[config.mk]
export PLATFORM = sky130hd
export DESIGN_NAME = led_matrix_glyph_serial_scan_top
export DESIGN_NICKNAME = d
export VERILOG_FILES = /design/src/sv/lmgs_pkg.sv /design/src/sv/led_matrix_glyph_serial_scan_top.sv /design/src/sv/lmgs_font_store.sv /design/src/sv/lmgs_scan_seq.sv
export SDC_FILE = /design/constraint.sdc
export NUM_CORES = 2
export LEC_CHECK = 0
export BUFFER_PORTS_ARGS = -buffer_cell sky130_fd_sc_hd__clkbuf_2
export CAP_MARGIN = 20
export CORE_AREA = 5 5 629 631
export DETAILED_ROUTE_END_ITERATION = 10
export DIE_AREA = 0 0 634 636
export GPL_TIMING_DRIVEN = 1
export SYNTH_ARGS = -nofsm -noshare
export SYNTH_HDL_FRONTEND = slang
export SYNTH_SLANG_ARGS = --single-unit
[constraint.sdc]
create_clock -name clk -period 13.4 [get_ports clk]
set_input_delay 0.67 -clock clk [delete_from_list [all_inputs] [get_ports clk]]
set_output_delay 0.67 -clock clk [all_outputs]
set_load 0.02 [all_outputs]
[src/sv/lmgs_pkg.sv]
`timescale 1ns / 1ps
`default_nettype none
// ============================================================================
// LED matrix glyph scanner package
// Shared constants, step types and the character-to-glyph decode.
// ============================================================================
package lmgs_pkg;

    localparam int GLYPH_COUNT = 38;
    localparam int GLYPH_W     = 6;
    localparam int ROW_W       = 3;
    localparam int ADDR_W      = GLYPH_W + ROW_W;
    localparam int STORE_DEPTH = GLYPH_COUNT * 8;
    localparam int PHASE_W     = 5;

    // Item kinds on the cmd field
    localparam logic CMD_SCAN = 1'b0;
    localparam logic CMD_LOAD = 1'b1;

    // Register byte addresses
    localparam logic [1:0] REG_DISPLAY_CHAR = 2'd0;

    localparam logic [PHASE_W-1:0] PHASE_ROW_START = PHASE_W'(8);
    localparam logic [PHASE_W-1:0] PHASE_LATCH     = PHASE_W'(16);

    localparam logic [7:0] CHAR_UPPER_A = 8'h41;
    localparam logic [7:0] CHAR_UPPER_Z = 8'h5A;
    localparam logic [7:0] CHAR_DIGIT_0 = 8'h30;
    localparam logic [7:0] CHAR_DIGIT_9 = 8'h39;
    localparam logic [7:0] CHAR_SPACE   = 8'h20;
    localparam logic [7:0] CHAR_AMP     = 8'h26;

    localparam logic [GLYPH_W-1:0] GLYPH_DIGIT_BASE = GLYPH_W'(26);
    localparam logic [GLYPH_W-1:0] GLYPH_SPACE      = GLYPH_W'(36);
    localparam logic [GLYPH_W-1:0] GLYPH_AMP        = GLYPH_W'(37);
    localparam logic [GLYPH_W:0]   GLYPH_LIMIT      = (GLYPH_W+1)'(GLYPH_COUNT);

    // What one scan tick does
    typedef enum logic [1:0] {
        STEP_IDLE  = 2'd0,
        STEP_FONT  = 2'd1,
        STEP_ROW   = 2'd2,
        STEP_LATCH = 2'd3
    } step_kind_t;

    typedef struct packed {
        step_kind_t       kind;
        logic [2:0]       bit_idx;
        logic [ROW_W-1:0] row;
    } step_t;

    typedef struct packed {
        logic               known;
        logic [GLYPH_W-1:0] idx;
    } glyph_t;

    function automatic glyph_t glyph_of(input logic [7:0] code);
        glyph_t     g;
        logic [7:0] diff;
        g.known = 1'b0;
        g.idx   = '0;
        diff    = 8'h00;
        if (code >= CHAR_UPPER_A && code <= CHAR_UPPER_Z)
        begin
            diff    = code - CHAR_UPPER_A;
            g.known = 1'b1;
            g.idx   = diff[GLYPH_W-1:0];
        end
        else if (code >= CHAR_DIGIT_0 && code <= CHAR_DIGIT_9)
        begin
            diff    = code - CHAR_DIGIT_0;
            g.known = 1'b1;
            g.idx   = GLYPH_DIGIT_BASE + diff[GLYPH_W-1:0];
        end
        else if (code == CHAR_SPACE)
        begin
            g.known = 1'b1;
            g.idx   = GLYPH_SPACE;
        end
        else if (code == CHAR_AMP)
        begin
            g.known = 1'b1;
            g.idx   = GLYPH_AMP;
        end
        if (g.known && ({1'b0, g.idx} >= GLYPH_LIMIT))
        begin
            g.known = 1'b0;
        end
        return g;
    endfunction

endpackage
`default_nettype wire

[src/sv/led_matrix_glyph_serial_scan_top.sv]
`timescale 1ns / 1ps
`default_nettype none
// ============================================================================
// LED matrix glyph serial scanner
// Streams one glyph row frame per 17 scan ticks to a chained serial driver.
// ============================================================================
// Pipeline: 2 register stages (font read, output register); a scan tick is
// held in stage 1 while its font byte is read, then in the output register.
// Throughput: one item per cycle while in_stall is low; the font read port is used once per tick.
// Load items produce no result; they write the font store at accept.
// Reset: async, active low. After reset the font store is zeroed, one byte a
// cycle, all 304 bytes; in_stall stays high during that pass. APB writes work
// throughout.
module led_matrix_glyph_serial_scan_top (
    input  wire logic        clk,
    input  wire logic        rst_n,
    // APB config port
    input  wire logic        psel,
    input  wire logic        penable,
    input  wire logic        pwrite,
    input  wire logic [1:0]  paddr,
    input  wire logic [31:0] pwdata,
    output logic      [31:0] prdata,
    output logic             pready,
    // input items
    input  wire logic        in_valid,
    output logic             in_stall,
    input  wire logic        cmd,
    input  wire logic [8:0]  font_address,
    input  wire logic [7:0]  font_byte,
    // result items
    output logic             out_valid,
    input  wire logic        out_stall,
    output logic             serial_data,
    output logic             shift_pulse,
    output logic             latch_pulse
);

    localparam logic [7:0] DISPLAY_CHAR_RESET = 8'h20;

    // ---------------------------------------------------------------------
    // Configuration register (single register at offset 0)
    // ---------------------------------------------------------------------
    logic [7:0] display_char_reg;
    logic       cfg_write;

    assign pready    = 1'b1;
    assign cfg_write = psel && penable && pwrite;
    assign prdata    = {24'h000000, display_char_reg};

    always_ff @(posedge clk or negedge rst_n)
    begin
        if (!rst_n)
        begin
            display_char_reg <= DISPLAY_CHAR_RESET;
        end
        else if (cfg_write && (paddr == lmgs_pkg::REG_DISPLAY_CHAR))
        begin
            display_char_reg <= pwdata[7:0];
        end
    end

    // ---------------------------------------------------------------------
    // Handshake: stage 1 holds a scan step while the font byte is read;
    // the output register holds the finished result.
    // ---------------------------------------------------------------------
    logic            s1_valid_reg;
    lmgs_pkg::step_t s1_step_reg;
    logic            out_valid_reg;
    logic            serial_reg, shift_reg, latch_reg;

    logic            out_free, s1_move, accept, scan_acc, load_acc;
    logic            store_busy;
    lmgs_pkg::step_t step;
    logic [lmgs_pkg::ADDR_W-1:0] rd_addr;
    logic [7:0]      font_rd_data;

    assign out_free = !out_valid_reg || !out_stall;
    assign s1_move  = s1_valid_reg && out_free;
    assign in_stall = store_busy || (s1_valid_reg && !out_free);
    assign accept   = in_valid && !in_stall;
    assign scan_acc = accept && (cmd != lmgs_pkg::CMD_LOAD);
    assign load_acc = accept && (cmd == lmgs_pkg::CMD_LOAD);

    // Phase / row state advances at accept so back-to-back ticks see it.
    lmgs_scan_seq u_seq (
        .clk          (clk),
        .rst_n        (rst_n),
        .display_char (display_char_reg),
        .advance      (scan_acc),
        .step         (step),
        .rd_addr      (rd_addr)
    );

    // A load written into the font store is visible to any tick read at a later edge.
    lmgs_font_store u_store (
        .clk     (clk),
        .rst_n   (rst_n),
        .wr_en   (load_acc),
        .wr_addr (font_address),
        .wr_data (font_byte),
        .rd_en   (scan_acc),
        .rd_addr (rd_addr),
        .rd_data (font_rd_data),
        .busy    (store_busy)
    );

    always_ff @(posedge clk or negedge rst_n)
    begin
        if (!rst_n)
        begin
            s1_valid_reg <= 1'b0;
        end
        else if (scan_acc)
        begin
            s1_valid_reg <= 1'b1;
        end
        else if (s1_move)
        begin
            s1_valid_reg <= 1'b0;
        end
    end

    always_ff @(posedge clk)
    begin
        if (scan_acc)
        begin
            s1_step_reg <= step;
        end
    end

    // ---------------------------------------------------------------------
    // Result stage: font bits go out inverted (low drives the LED column),
    // then the one-hot row select, then the latch strobe.
    // ---------------------------------------------------------------------
    logic serial_next, shift_next, latch_next;

    always_comb
    begin
        serial_next = 1'b0;
        shift_next  = 1'b0;
        latch_next  = 1'b0;
        case (s1_step_reg.kind)
            lmgs_pkg::STEP_FONT:
            begin
                serial_next = ~font_rd_data[s1_step_reg.bit_idx];
                shift_next  = 1'b1;
            end
            lmgs_pkg::STEP_ROW:
            begin
                serial_next = (s1_step_reg.bit_idx == s1_step_reg.row);
                shift_next  = 1'b1;
            end
            lmgs_pkg::STEP_LATCH:
            begin
                latch_next = 1'b1;
            end
            default:
            begin
                serial_next = 1'b0;
            end
        endcase
    end

    always_ff @(posedge clk or negedge rst_n)
    begin
        if (!rst_n)
        begin
            out_valid_reg <= 1'b0;
        end
        else if (s1_move)
        begin
            out_valid_reg <= 1'b1;
        end
        else if (!out_stall)
        begin
            out_valid_reg <= 1'b0;
        end
    end

    always_ff @(posedge clk)
    begin
        if (s1_move)
        begin
            serial_reg <= serial_next;
            shift_reg  <= shift_next;
            latch_reg  <= latch_next;
        end
    end

    assign out_valid   = out_valid_reg;
    assign serial_data = serial_reg;
    assign shift_pulse = shift_reg;
    assign latch_pulse = latch_reg;

endmodule
`default_nettype wire

[src/sv/lmgs_font_store.sv]
`timescale 1ns / 1ps
`default_nettype none
// ============================================================================
// Font store
// Single-port-write, registered-read byte memory with a zeroing pass after
// reset.
// ============================================================================
module lmgs_font_store (
    input  wire logic                        clk,
    input  wire logic                        rst_n,
    input  wire logic                        wr_en,
    input  wire logic [lmgs_pkg::ADDR_W-1:0] wr_addr,
    input  wire logic [7:0]                  wr_data,
    input  wire logic                        rd_en,
    input  wire logic [lmgs_pkg::ADDR_W-1:0] rd_addr,
    output logic      [7:0]                  rd_data,
    output logic                             busy
);

    localparam logic [lmgs_pkg::ADDR_W-1:0] LAST_ADDR =
        lmgs_pkg::ADDR_W'(lmgs_pkg::STORE_DEPTH - 1);
    localparam logic [lmgs_pkg::ADDR_W-1:0] DEPTH_VAL =
        lmgs_pkg::ADDR_W'(lmgs_pkg::STORE_DEPTH);

    logic [7:0]                  mem [lmgs_pkg::STORE_DEPTH];
    logic                        clearing_reg;
    logic [lmgs_pkg::ADDR_W-1:0] clr_addr_reg;
    logic [7:0]                  rd_data_reg;

    always_ff @(posedge clk or negedge rst_n)
    begin
        if (!rst_n)
        begin
            clearing_reg <= 1'b1;
            clr_addr_reg <= '0;
        end
        else if (clearing_reg)
        begin
            clr_addr_reg <= clr_addr_reg + 1'b1;
            if (clr_addr_reg == LAST_ADDR)
            begin
                clearing_reg <= 1'b0;
            end
        end
    end

    always_ff @(posedge clk)
    begin
        if (clearing_reg)
        begin
            mem[clr_addr_reg] <= 8'h00;
        end
        else if (wr_en && (wr_addr < DEPTH_VAL))
        begin
            mem[wr_addr] <= wr_data;
        end
        if (rd_en)
        begin
            rd_data_reg <= mem[rd_addr];
        end
    end

    assign rd_data = rd_data_reg;
    assign busy    = clearing_reg;

endmodule
`default_nettype wire

[src/sv/lmgs_scan_seq.sv]
`timescale 1ns / 1ps
`default_nettype none
// ============================================================================
// Scan sequencer
// Holds frame phase and scan row; decodes the step for the current tick.
// ============================================================================
module lmgs_scan_seq (
    input  wire logic                        clk,
    input  wire logic                        rst_n,
    input  wire logic [7:0]                  display_char,
    input  wire logic                        advance,
    output lmgs_pkg::step_t                  step,
    output logic      [lmgs_pkg::ADDR_W-1:0] rd_addr
);

    localparam logic [lmgs_pkg::PHASE_W-1:0] FRAME_TICKS =
        lmgs_pkg::PHASE_W'(17);

    logic [lmgs_pkg::PHASE_W-1:0] phase_reg, phase_next, phase_eff;
    logic [lmgs_pkg::ROW_W-1:0]   row_reg, row_next;
    lmgs_pkg::glyph_t             glyph;

    always_comb
    begin
        glyph        = lmgs_pkg::glyph_of(display_char);
        phase_eff    = (phase_reg >= FRAME_TICKS) ? '0 : phase_reg;
        step.bit_idx = phase_eff[2:0];
        step.row     = row_reg;
        phase_next   = phase_eff + 1'b1;
        row_next     = row_reg;
        if (!glyph.known)
        begin
            step.kind  = lmgs_pkg::STEP_IDLE;
            phase_next = '0;
            row_next   = '0;
        end
        else if (phase_eff < lmgs_pkg::PHASE_ROW_START)
        begin
            step.kind = lmgs_pkg::STEP_FONT;
        end
        else if (phase_eff < lmgs_pkg::PHASE_LATCH)
        begin
            step.kind = lmgs_pkg::STEP_ROW;
        end
        else
        begin
            step.kind  = lmgs_pkg::STEP_LATCH;
            phase_next = '0;
            row_next   = row_reg + 1'b1;
        end
    end

    // glyph * 8 + row
    assign rd_addr = {glyph.idx, row_reg};

    always_ff @(posedge clk or negedge rst_n)
    begin
        if (!rst_n)
        begin
            phase_reg <= '0;
            row_reg   <= '0;
        end
        else if (advance)
        begin
            phase_reg <= phase_next;
            row_reg   <= row_next;
        end
    end

endmodule
`default_nettype wire
# After elaboration in Yosys (flattened, before gate mapping)
# Memories as Yosys holds them, arrays and structs flattened. A register that Yosys moved wholly into a read port is not among the register bits.
# Index checks and enable logic that the tools add are counted.
[classes]
add_sub_neg = 6
n_mul = 0
div_mod_pow = 0
order_cmp = 10
n_eq_ne = 10
n_shift = 0
muxes = 33
n_bitwise = 3
reduce_logical = 24
[ops]
columns = ["op", "count"]
rows = [
  ["$mux W7", 4],
  ["$mux W5", 4],
  ["$mux W1", 18],
  ["$eq A8 B6 Y1 const B", 2],
  ["$logic_and A1 B1 Y1", 12],
  ["$add A9 B1 Y9 const B", 1],
  ["$eq A9 B9 Y1 const B", 1],
  ["$lt A9 B9 Y1 const B", 1],
  ["$mux W3", 3],
  ["$mux W9", 1],
  ["$ge A8 B6 Y1 const B", 1],
  ["$ge A8 B7 Y1 const B", 1],
  ["$le A8 B6 Y1 const B", 1],
  ["$le A8 B7 Y1 const B", 1],
  ["$mux W8", 1],
  ["$reduce_or A8 Y1", 1],
  ["$add A5 B6 Y6 const A", 1],
  ["$ge A6 B6 Y1 const B", 1],
  ["$sub A6 B1 Y6 const B", 1],
  ["$sub A6 B6 Y6 const B", 1],
  ["$add A5 B1 Y5 const B", 1],
  ["$ge A5 B5 Y1 const B", 1],
  ["$lt A5 B4 Y1 const B", 1],
  ["$lt A5 B5 Y1 const B", 1],
  ["other kinds (16)", 25],
]
[word_totals]
regBits = 39
latch_bits = 0
ram_bits = 2432
romBits = 0
output_inout_bits = 38
elab_cells = 101
mem_count = 1
[mem_list]
columns = ["name", "words", "width", "read_ports", "rd_ports_with_merged_regs", "wr", "line_no", "rtl"]
rows = [
  ["u_store.mem", 304, 8, 1, 1, 1, "lmgs_font_store.sv:25", "logic [7:0] mem [lmgs_pkg::STORE_DEPTH];"],
]

# Logic depth before layout (Yosys ltp)
[logic_depth]
ltp_word = 14
mapped_depth = 16

# Cells and area by module
# Synthesis repeated with hierarchy kept, for this count alone.
[unflattened]
cells_unflattened = 4865
area_unflattened_um2 = 97950.2
[modules_own_cells]
columns = ["mod", "instances", "cells_per_inst", "area_per_inst_um2", "seq_area_each_um2"]
rows = [
  ["lmgs_font_store", 1, 4656, 95856.9, 73521.8],
  ["led_matrix_glyph_serial_scan_top", 1, 87, 1089.8, 581.8],
  ["lmgs_scan_seq", 1, 122, 1003.5, 200.2],
]

# Least setup slack after synthesis
# No wires, ideal clock.
[synth_path]
path_type = "input-to-reg"
from = "in out_stall"
to = "mem u_store.mem[0][0] (data pin)"
setup_time_ps = 995
arrival_time_ps = 5533
required_time_ps = 12405
slack_ps = 6873
stages = 5
path_buffers = 1
cell_sequence = "a31oi_1 > nand3_1 > a21oi_1 > clkbuf_1 > and2_1"
[synth_between]
elab_chain_len = 14
[synth_rtl]
columns = ["item", "line_no", "rtl"]
rows = [
  ["from (decl)", "led_matrix_glyph_serial_scan_top.sv:33", "input wire logic out_stall,"],
  ["$logic_not A1 Y1", "--", ""],
  ["$logic_or A1 B1 Y1", "led_matrix_glyph_serial_scan_top.sv:78", "assign out_free = !out_valid_reg || !out_stall;"],
  ["$logic_not A1 Y1", "led_matrix_glyph_serial_scan_top.sv:80", "assign in_stall = store_busy || (s1_valid_reg && !out_free);"],
  ["$logic_and A1 B1 Y1", "led_matrix_glyph_serial_scan_top.sv:80", ""],
  ["$logic_or A1 B1 Y1", "led_matrix_glyph_serial_scan_top.sv:80", ""],
  ["$logic_not A1 Y1", "led_matrix_glyph_serial_scan_top.sv:81", "assign accept = in_valid && !in_stall;"],
  ["$logic_and A1 B1 Y1", "led_matrix_glyph_serial_scan_top.sv:81", ""],
  ["$logic_and A1 B1 Y1", "led_matrix_glyph_serial_scan_top.sv:83", "assign load_acc = accept && (cmd == lmgs_pkg::CMD_LOAD);"],
  ["$logic_and A1 B1 Y1", "lmgs_font_store.sv:53", "else if (wr_en && (wr_addr < DEPTH_VAL))"],
  ["$mux W1", "lmgs_font_store.sv:53", ""],
  ["$mux W1", "lmgs_font_store.sv:49", "if (clearing_reg)"],
  ["$mux W1 (not written as such)", "lmgs_font_store.sv:55", "mem[wr_addr] <= wr_data;"],
  ["$reduce_or A8 Y1 (no source line)", "--", ""],
  ["$mux W8 (no source line)", "--", ""],
  ["to (decl)", "lmgs_font_store.sv:25", ""],
]
# No other way between the ends.

# Final worst setup path
[layout_path]
from = "reg display_char_reg[1]"
to = "reg u_store.rd_data_reg[0], in the netlist u_store.rd_data[0] (read register of u_store.mem) (data pin)"
[layout_between]
elab_chain_len = 5
elab_cells_between_ends = 15
classes_between = "add/sub: 3; order compare: 4; eq/ne: 2; mux: 4; reduce/logical: 2"
[layout_rtl]
columns = ["item", "line_no", "rtl"]
rows = [
  ["from (decl)", "led_matrix_glyph_serial_scan_top.sv:44", "logic [7:0] display_char_reg;"],
  ["from (signal assigned)", "led_matrix_glyph_serial_scan_top.sv:59", "display_char_reg <= pwdata[7:0];"],
  ["parallel branches: the longest is 4 deep, another holds $sub A6 B6 Y6", "--", ""],
  ["$mux W7 (*)", "lmgs_pkg.sv:63", "if (code >= CHAR_UPPER_A && code <= CHAR_UPPER_Z)"],
  ["to (decl)", "lmgs_font_store.sv:28", "logic [7:0] rd_data_reg;"],
]
# Every way passes the cells marked *.
# A chain may end at the register's enable or synchronous reset.

==> metrics.csv <==
metric,value,unit
status,"finished, final reports clean",
fin_tns_setup,0,ns
grt_pass1_vias,47265,
rsz0062_at_grt,no,
crit_path_end_kind,flop,
die_y,636,µm
criticalPathCategory,reg -> reg,
ys_seq_area_frac,0.767,
p_sw,3.53,mW
largest_reg_flops,2432,
pwr-share-comb,0.056,
finClkSkew,0.103,ns
wl_per_cell,24.0,µm
remaining_drc_errors,0,
yosys.cell_types.count,71,
hold_viol,0,
max_stage_delay,0.71,ns
yosys_warnings,0,
dp_hpwl,137000,µm
antenna_found_initial,3,
ios,97,
startpoint_type,flop,
hp-class,in -> reg,
async_flop_share,0.0113,
first_pass_iters,6,
relSlewSlack,0.252,
period_share,0.414,
setup_violations,0,
sequentialPowerShare,0.531,
tritoncts,yes,
cts_root_buf,clkbuf_16,
period_needed,5.55,ns
syn2layout_area_growth,14.5,%
required,14.04,ns
htreeDepth,4,
p_int,12.5,mW
slowest_stage,dfrtp_1,
cp_top_family,compound AO/OA/AOI/OAI gates,
grt_max_degree,149,
synthFlopType,edfxtp_1,
clk_pin_slew,0.06,ns
worst_pin_slew,1.12,ns
clkPwrFrac,0.413,
grt_pass1_wl,348000,µm
crit_chain,"inv_1, ha_1, nand2b_4, o41a_1, a221o_4, buf_12, buf_12, mux4_2, a22oi_1, o211ai_1, a311o_1",
num_rows,229,
timing.fmax,180,MHz
die_area,0.403,mm²
overflow,0,
core-area,0.389,mm²
slew_violations,0,
fin_util,0.286,
cts_buffer_depth,4,
cts_setup_buffers,0,
numPortBuffers,47,
maxCapViolCount,0,
hold_ws,0.0949,ns
ys_ff_latch,2479,
gp_congestion,0.797,
cts_buffers,230,
via_per_inst,4.61,
drive_gt1_frac,0.249,
start_util,0.249,
cp.arrival,6.18,ns
syn_avg_cell_area,21.2,µm²
clk-insertion-delay-late,0.90,ns
peakVddDrop,0.110,mV
power_leakage,35.1,nW
syn-cell-area,0.0969,mm²
synth_edf_count,2451,
crit_path_frequent_cell,buf_12,
nets,4754,
syn_inst,4581,
clkSinkCount,2479,
vias,46456,
drt_iter0_markers,4945,
power_density,145,mW/mm²
die_w,634,µm
grt_use_total,0.116,
crit_path_max_fanout,86,
cp_num_buf_inv,3,
r2r_slack,7.85,ns
routed_wl,242000,µm
switching_share,0.220,
ant_nets,0,
## per-stage QoR
| step | setup WS (ns) | power [mW] | instances | instance area [µm²] |
|---|---|---|---|---|
| final | 7.85 | 16.0 | 10067 | 111000 |
| after global routing | 7.68 | 16.5 | 10064 | 111000 |
| after CTS | 7.81 | 16.2 | 10061 | 111000 |
| after detailed placement | 7.76 | 9.59 | 9642 | 103000 |
| after global placement | 7.90 | 9.58 | 9642 | 103000 |
| after floorplan | 6.87 | 9.18 | 4604 | 97000 |
## worst paths after layout
path,from,endpoint,cells past startpoint
setup reg to reg,display_char_reg[1],u_store.rd_data[0],11
max in group asynchronous,rst_n,display_char_reg[0],3
min in group asynchronous,rst_n,u_store.clr_addr_reg[0],3
hold reg to reg,u_store.clr_addr_reg[8],u_store.clr_addr_reg[8],1
hold / removal,pwdata[4],display_char_reg[4],2
setup / recovery,display_char_reg[1],u_store.rd_data[0],11
## cell type report
| type | instances | area, µm² |
|---|---|---|
| inverter | 13 | 48.8 |
| clock inverter | 143 | 1530 |
| sequential | 2479 | 74300 |
| timing repair buffer | 129 | 992 |
| clock buffer | 274 | 6010 |
| tap | 5197 | 6500 |
| antenna | 4 | 10.0 |
| multi-input combinational | 1828 | 21500 |
| fill | 37822 | 278000 |
## cell usage in the layout (no fill, tap or decap), types with 6 or more instances in the layout
master and n:
o211ai_1 30, mux4_2 683, nand3b_1 9, nor2b_1 6, edfxtp_1 2451, xnor2_1 9, and3_1 13, buf_4 69
mux2_2 10, xor2_1 6, dfrtp_1 23, o21ai_0 15, nand2_2 6, a32oi_1 13, clkbuf_2 47, buf_12 9
nor3_1 6, a21oi_1 26, clkbuf_1 38, inv_1 12, a22oi_1 9, clkinvlp_4 15, nand3_1 125, and2_4 8
clkbuf_16 233, nand2_4 9, clkinv_2 45, conb_1 25, a31oi_1 29, mux2i_1 49, a311o_1 6, nand4_1 30
bufinv_16 30, clkinv_1 42, nand2_1 275, ha_1 14, o31ai_1 6, nor2_1 329
## kinds of logic after synthesis
logic type,after synthesis,synth area share
flip-flops,2479,0.767
AND/OR/NAND/NOR,848,0.0377
multiplexers,742,0.165
buffers and inverters,297,0.0141
AO/OA/AOI/OAI,184,0.0134
XOR/XNOR,15,0.00136
adder cells (fa/ha/maj),14,0.00181
other,2,0.0000775
## synth_stat cells (8+ instances only)
library cell / instances / area [µm²]
buf_1: 28 / 105
dfrtp_1: 26 / 651
clkbuf_1: 152 / 571
inv_1: 13 / 48.8
buf_6: 8 / 90.1
a22oi_1: 9 / 67.6
buf_4: 29 / 218
xnor2_1: 9 / 78.8
a31oi_1: 29 / 181
nand3b_1: 9 / 67.6
mux2i_1: 49 / 490
nand2_1: 290 / 1090
o21ai_0: 17 / 85.1
mux2_2: 10 / 113
o211ai_1: 30 / 225
buf_2: 67 / 335
nand3_1: 125 / 626
a21oi_1: 29 / 145
edfxtp_1: 2451 / 73600
ha_1: 14 / 175
nand4_1: 30 / 188
nor2_1: 331 / 1240
mux4_2: 683 / 15400
and3_1: 13 / 81.3
and2_1: 12 / 75.1
a32oi_1: 13 / 114
## worst register-to-register path, cell delays in order (launching register included)
cell and delay [ns]:
dfrtp_1 0.71, inv_1 0.27, ha_1 0.33, nand2b_4 0.11, o41a_1 0.22, a221o_4 0.60
buf_12 0.58, buf_12 0.67, mux4_2 0.74, a22oi_1 0.48, o211ai_1 0.30, a311o_1 0.36
## power by group through the flow
stage               clock network (mW)  registers, mW  logic (mW)
floorplan                            0           8.70       0.488
global placement                     0           8.69       0.890
detailed placement                   0           8.69       0.903
CTS                               6.74           8.52       0.906
global route                      7.05           8.52       0.937
finish                            6.62           8.52       0.898
## timing repair
item | CTS | global route
endpoints found under the hold margin | 27 | 0
gates resized for setup | 0 | 0
hold buffers | 2 | 0
## layer usage
metal	global-route usage	vias to the layer above	part of all wire
met5	0.00143	-	0.00035
met4	0.0403	2	0.034
met3	0.0206	399	0.070
met2	0.195	1771	0.50
met1	0.152	25135	0.39
li1	-	19149	-
(Power assumes the default switching activity.)
